<file path="src/rtl/fts_pkg.sv">
// Shared types and constants for the Fenwick prefix-sum tree.
package fts_pkg;

    localparam int IDX_W = 11;
    localparam int OUT_W = 32;
    localparam int DELTA_W = 32;
    localparam int OP_W = 2;

    localparam logic [OP_W-1:0] OP_ADD    = 2'd0;
    localparam logic [OP_W-1:0] OP_PREFIX = 2'd1;
    localparam logic [OP_W-1:0] OP_RANGE  = 2'd2;

    localparam logic [IDX_W-1:0] RESET_SIZE = 11'd1024;

    typedef struct packed {
        logic [OP_W-1:0]           operation;
        logic [IDX_W-1:0]          index_a;
        logic [IDX_W-1:0]          index_b;
        logic signed [DELTA_W-1:0] delta;
    } fts_item_t;

    typedef struct packed {
        logic signed [OUT_W-1:0] sum_value;
        logic                    index_error;
    } fts_result_t;

endpackage

</file>
<file path="src/rtl/fts_engine.sv">
// Sequencer that walks Fenwick tree paths through the partial-sum memory.
module fts_engine
    import fts_pkg::*;
#(
    parameter int MAX_SIZE  = 1024,
    parameter int SUM_WIDTH = 32,
    parameter int AW        = 10
) (
    input  logic                        clk,
    input  logic                        rst_n,
    input  logic [IDX_W-1:0]            active_size,
    input  logic                        in_valid,
    output logic                        in_ready,
    input  fts_item_t                   item,
    output logic                        res_valid,
    input  logic                        res_ready,
    output fts_result_t                 res,
    output logic                        mem_we,
    output logic [AW-1:0]               mem_waddr,
    output logic signed [SUM_WIDTH-1:0] mem_wdata,
    output logic                        mem_re,
    output logic [AW-1:0]               mem_raddr,
    input  logic signed [SUM_WIDTH-1:0] mem_rdata
);

    localparam int IW = ($clog2(MAX_SIZE) + 2 > IDX_W) ? $clog2(MAX_SIZE) + 2 : IDX_W;

    localparam logic [2:0] S_CLEAR = 3'd0;
    localparam logic [2:0] S_IDLE  = 3'd1;
    localparam logic [2:0] S_ADD   = 3'd2;
    localparam logic [2:0] S_QRY   = 3'd3;
    localparam logic [2:0] S_DONE  = 3'd4;

    logic [2:0]                  state_reg, state_next;
    logic [AW-1:0]               clr_reg, clr_next;
    logic                        pend_reg, pend_next;
    logic                        neg_reg, neg_next;
    logic                        phase_reg, phase_next;
    logic                        range_reg, range_next;
    logic                        err_reg, err_next;
    logic [IW-1:0]               idx_reg, idx_next;
    logic [IW-1:0]               idx2_reg, idx2_next;
    logic [AW-1:0]               waddr_reg, waddr_next;
    logic signed [SUM_WIDTH-1:0] delta_reg, delta_next;
    logic signed [SUM_WIDTH-1:0] acc_reg, acc_next;

    logic [IW-1:0] size;
    logic [IW-1:0] ia;
    logic [IW-1:0] ib;
    logic [IW-1:0] ia_one;
    logic [IW-1:0] ia_clamp;
    logic [IW-1:0] ib_clamp;
    logic [IW-1:0] low;

    assign size = (IW'(active_size) > IW'(MAX_SIZE)) ? IW'(MAX_SIZE) : IW'(active_size);
    assign ia = IW'(item.index_a);
    assign ib = IW'(item.index_b);
    assign ia_one = (ia == '0) ? IW'(1) : ia;
    assign ia_clamp = (ia_one > size) ? size : ia_one;
    assign ib_clamp = (ib > size) ? size : ib;
    assign low = idx_reg & (~idx_reg + IW'(1));

    assign res.sum_value = OUT_W'(acc_reg);
    assign res.index_error = err_reg;

    always_comb
    begin
        state_next = state_reg;
        clr_next   = clr_reg;
        pend_next  = pend_reg;
        neg_next   = neg_reg;
        phase_next = phase_reg;
        range_next = range_reg;
        err_next   = err_reg;
        idx_next   = idx_reg;
        idx2_next  = idx2_reg;
        waddr_next = waddr_reg;
        delta_next = delta_reg;
        acc_next   = acc_reg;
        in_ready   = 1'b0;
        res_valid  = 1'b0;
        mem_we     = 1'b0;
        mem_waddr  = waddr_reg;
        mem_wdata  = mem_rdata + delta_reg;
        mem_re     = 1'b0;
        mem_raddr  = AW'(idx_reg - IW'(1));

        case (state_reg)
            S_CLEAR:
            begin
                mem_we    = 1'b1;
                mem_waddr = clr_reg;
                mem_wdata = '0;
                clr_next  = clr_reg + AW'(1);
                if (clr_reg == AW'(MAX_SIZE - 1))
                begin
                    state_next = S_IDLE;
                end
            end
            S_IDLE:
            begin
                in_ready = 1'b1;
                if (in_valid)
                begin
                    acc_next   = '0;
                    pend_next  = 1'b0;
                    phase_next = 1'b0;
                    case (item.operation)
                        OP_ADD:
                        begin
                            if (ia == '0 || ia > size)
                            begin
                                err_next   = 1'b1;
                                state_next = S_DONE;
                            end
                            else
                            begin
                                idx_next   = ia;
                                delta_next = SUM_WIDTH'(item.delta);
                                state_next = S_ADD;
                            end
                        end
                        OP_PREFIX:
                        begin
                            idx_next   = (ia > size) ? size : ia;
                            err_next   = (ia > size);
                            range_next = 1'b0;
                            state_next = S_QRY;
                        end
                        OP_RANGE:
                        begin
                            idx_next   = ib_clamp;
                            idx2_next  = (ia_clamp == '0) ? '0 : ia_clamp - IW'(1);
                            err_next   = (ia == '0) || (ia_one > size) || (ib > size);
                            range_next = 1'b1;
                            state_next = S_QRY;
                        end
                        default:
                        begin
                            state_next = S_IDLE;
                        end
                    endcase
                end
            end
            S_ADD:
            begin
                mem_we = pend_reg;
                if (idx_reg <= size)
                begin
                    mem_re     = 1'b1;
                    waddr_next = AW'(idx_reg - IW'(1));
                    pend_next  = 1'b1;
                    idx_next   = idx_reg + low;
                end
                else
                begin
                    pend_next  = 1'b0;
                    state_next = S_IDLE;
                end
            end
            S_QRY:
            begin
                if (pend_reg)
                begin
                    acc_next = neg_reg ? acc_reg - mem_rdata : acc_reg + mem_rdata;
                end
                if (idx_reg != '0)
                begin
                    mem_re    = 1'b1;
                    pend_next = 1'b1;
                    neg_next  = phase_reg;
                    idx_next  = idx_reg - low;
                end
                else if (range_reg && !phase_reg)
                begin
                    pend_next  = 1'b0;
                    phase_next = 1'b1;
                    idx_next   = idx2_reg;
                end
                else
                begin
                    pend_next  = 1'b0;
                    state_next = S_DONE;
                end
            end
            S_DONE:
            begin
                res_valid = 1'b1;
                if (res_ready)
                begin
                    state_next = S_IDLE;
                end
            end
            default:
            begin
                state_next = S_IDLE;
            end
        endcase
    end

    always_ff @(posedge clk or negedge rst_n)
    begin
        if (!rst_n)
        begin
            state_reg <= S_CLEAR;
            clr_reg   <= '0;
            pend_reg  <= 1'b0;
            neg_reg   <= 1'b0;
            phase_reg <= 1'b0;
            range_reg <= 1'b0;
        end
        else
        begin
            state_reg <= state_next;
            clr_reg   <= clr_next;
            pend_reg  <= pend_next;
            neg_reg   <= neg_next;
            phase_reg <= phase_next;
            range_reg <= range_next;
        end
    end

    always_ff @(posedge clk)
    begin
        err_reg   <= err_next;
        idx_reg   <= idx_next;
        idx2_reg  <= idx2_next;
        waddr_reg <= waddr_next;
        delta_reg <= delta_next;
        acc_reg   <= acc_next;
    end

endmodule

</file>
<file path="config.mk">
export PLATFORM = sky130hd
export DESIGN_NAME = fts_engine
export DESIGN_NICKNAME = d
export VERILOG_FILES = /design/src/rtl/fts_pkg.sv /design/src/rtl/fts_engine.sv
export SDC_FILE = /design/constraint.sdc
export NUM_CORES = 1
export LEC_CHECK = 0
export BUFFER_PORTS_ARGS = -buffer_cell sky130_fd_sc_hd__buf_4
export CORE_MARGIN = 2
export CORE_UTILIZATION = 46
export CTS_BUF_LIST = sky130_fd_sc_hd__clkbuf_8
export DETAILED_ROUTE_END_ITERATION = 6
export HOLD_SLACK_MARGIN = 0.02
export PLACE_DENSITY_LB_ADDON = 0.3
export RECOVER_POWER = 100
export SLEW_MARGIN = 30
export SYNTH_ARGS = -nofsm -noshare
export SYNTH_HDL_FRONTEND = slang
export SYNTH_SLANG_ARGS = --single-unit
</file>
<file path="constraint.sdc">
create_clock -name clk -period 3.76 [get_ports clk]
set_input_delay 0 -clock clk [delete_from_list [all_inputs] [get_ports clk]]
set_output_delay 0 -clock clk [all_outputs]
set_load 0.05 [all_outputs]
</file>
==> run summary <==
status: complete, but fails checks
failing checks: capacitance limit, slew limit
htree depth: 4
clock-pin slew on the worst setup and hold paths: 0.09 ns
register area share after synthesis: 30.3%
layout cells sized above 1: 16.4%
Worst slew margin: -21.3%
Synth top area share: 26.5%
ANT cells: 0
global routing's busiest layer: met2
Final nets: 1798
Reg2Reg Setup Slack: 0.15 ns
f_max: 273 MHz
Die Width: 160 um
# DRC: 0
IO buf count: 191
CP cell instances: ha_1 > a41o_1 > a221oi_4 > o211ai_1 > a21oi_2 > o221a_2 > o31a_1 > o21ai_0 > a2111o_1 > nand3_1 > buf_4
Startpoint Class: flop
Final Critical Period: 3.67 ns
DP Wirelength: 26900 um
CTS tree: built
top cells by area, synth: edfxtp_1, ha_1, xnor2_1, nor2_1, a21oi_1
clk_lat worst skew: 0.47 ns
Mapped Nets: 1530
starting density of the core: 46.6%
area delta synth->final: 25.3%
Buf+Inv Stages, Crit Path: 1
Crit Path Category: reg -> out
Power Dens Cells: 603 nW/um^2
Num CTS Buffers: 17
critical path arrival: 3.67 ns
ys flop type: edfxtp_1
Hold Crit Class: in -> reg
r2r startpoint: idx_reg[1]$_DFFE_PP_
Row Count: 57
setup TNS: 0 ns
DR pass1 iterations: 5
Post-synth EDFFs: 99
IO Count: 192
Crit. End Element: output pin
R2R cell count: 10
clock skew: 0.0198 ns
fin util: 58.4%
met1 Use GR: 33.8%
FILL cells: 2280
CP max-delay cell: a2111o_1
Leakage: 0.00594 uW
count leader, synth: nor2_1
Post-Synthesis Cells: 1301
routing usage on met2: 46.6%
register bit total from synthesis: 116
vias: 10961
global-route usage over all layers: 26.8%
Initial DRC Count: 674
Die Area: 25700 um^2
Post-synth ARST share: 14.7%
GRT overflow: 0
Core ar.: 24100 um^2
CP delay by family, top: compound AO/OA/AOI/OAI gates
clock sinks: 116
post-detailed-route wirelength per cell: 18.4 um
Worst path depth: 11
initial antenna violation count: 0
max-cap viol count: 1
met3 usage: 3.84%
Synth cell types: 70
Post-Route WL: 35000 um
clock tree buffer depth: 2
vias in the first global route: 10672
Via-to-Cell Ratio: 5.75
largest net degree at the start of global routing: 34
area of the multi-input gates: 7540 um^2
VDD IR max: 270 uV
Final GP Congestion: 0.953
Die Ht: 160 um
hold_sp: item[46]
worst r2r dst: idx_reg[2]$_DFFE_PP_
mean post-synth cell area: 8.63 um^2
endpoints failing hold: 0
Root Driver: clkbuf_8
Post-Synthesis Cell Area: 11200 um^2
FF/Latch Area: 3400 um^2
crit-path max cell delay: 0.44 ns
hold depth: 3
Least-Margin Pin Slew: 1.81 ns
Final Max Slew Viols: 16
Final ANT Viol Nets: 0
CP max FO: 6
Ys Warns: 0
first-pass GRT wire length: 55100 um
worst path required time: 3.76 ns
final setup fails: 0
hold endpoint: idx2_reg[3]$_SDFFCE_PN0P_
Synth area leader: edfxtp_1
final worst-path cycle share: 97.5%
commonest cells in the netlist: nor2_1, ha_1, edfxtp_1
==> stage by stage <==
stage | cell area [um^2] | setup WS [ns] | hold WS, ns | std cells | total power, uW
2_1_floorplan | 11300 | -0.183 | -0.296 | 1301 | 5810
6_report | 14100 | 0.0925 | 0.0668 | 1906 | 8480
3_5_place_dp | 13400 | 0.0403 | -0.111 | 1822 | 7470
5_1_grt | 14100 | -0.0758 | 0.0596 | 1906 | 8980
3_3_place_gp | 13400 | 0.0757 | -0.113 | 1821 | 7370
4_1_cts | 14300 | 0.0304 | 0.0332 | 1903 | 8690
==> worst register-to-register path: stages (launching register included) <==
cell and delay (ns):
edfxtp_1 0.41, inv_1 0.13, ha_4 0.15, or3b_1 0.43
or3_1 0.44, or4_1 0.47, or4_4 0.46, nand2_2 0.19
o21ai_0 0.12, a211oi_1 0.30, o221ai_1 0.23
==> cell usage in the layout, fill, tap and decap left out, types with 9 or more instances in the layout <==
master / instances
o211ai_1: 13
or3_1: 12
clkbuf_8: 17
a21o_1: 44
xor2_1: 36
nor2b_1: 27
nand2b_1: 13
a211oi_1: 18
mux2i_1: 25
o21ai_0: 62
ha_1: 121
xnor2_1: 77
edfxtp_1: 99
dfrtp_1: 17
buf_4: 142
a31oi_1: 16
o21a_1: 12
nand2_1: 97
a221oi_1: 9
nand4_1: 14
inv_1: 55
clkbuf_4: 33
nor3_1: 44
nor2_1: 147
nor4_1: 9
and3_1: 11
nand3_1: 32
clkbuf_1: 75
a21oi_1: 83
dlygate4sd3_1: 49
==> per-layer routing <==
metal / share of wire (%) / wire length (um)
met1: 43 / 14900
met4: 2.8 / 966
met3: 5.6 / 1970
met5: 0 / 0
met2: 49 / 17200
==> worst max-delay path by stage <==
stage                                           end              startpoint  slack (ns)
after floorplan                idx_reg[5]$_DFFE_PP_    idx_reg[0]$_DFFE_PP_       -0.18
after global placement    acc_reg[31]$_SDFFCE_PN0P_            mem_rdata[1]        0.08
after detailed placement  acc_reg[31]$_SDFFCE_PN0P_            mem_rdata[1]        0.04
after CTS                 acc_reg[31]$_SDFFCE_PN0P_            mem_rdata[0]        0.03
after global routing      acc_reg[31]$_SDFFCE_PN0P_            mem_rdata[0]       -0.08
final                                 mem_wdata[31]  delta_reg[6]$_DFFE_PP_        0.09
==> where the power goes <==
| part | switching (uW) | internal (uW) |
|---|---|---|
| sequential | 278 | 1790 |
| clock | 637 | 537 |
| combinational | 3490 | 1750 |
==> what timing repair did <==
| action | in CTS | in global routing |
|---|---|---|
| buffers inserted | 0 | 3 |
| gates resized for setup | 3 | 26 |
| hold buffers | 49 | 0 |
| hold endpoints to repair | 61 | 0 |
| pin swaps | 0 | 8 |
| endpoints found under the setup margin | 2 | 14 |
==> final cells by class <==
| cell class | instances | share of cell area, % |
|---|---|---|
| Multi-Input combinational cell | 1075 | 53.6 |
| Tap cell | 324 | 2.88 |
| Timing Repair Buffer | 303 | 15.2 |
| Sequential cell | 116 | 24.2 |
| Clock buffer | 17 | 1.66 |
| Inverter | 56 | 1.50 |
| Clock inverter | 15 | 1.05 |
==> cell families (layout without fill, tap and decap cells) <==
logic type	Yosys count	count (layout)	share of synthesized area, %
simple gates	462	462	19.9
xor+xnor	113	113	8.81
buf+inv	110	391	3.92
flops	116	116	30.3
fa+ha+maj	126	126	14.2
mux	29	29	2.63
compound gates	345	345	20.3
No activity file was read; power rests on OpenSTA's default activity.
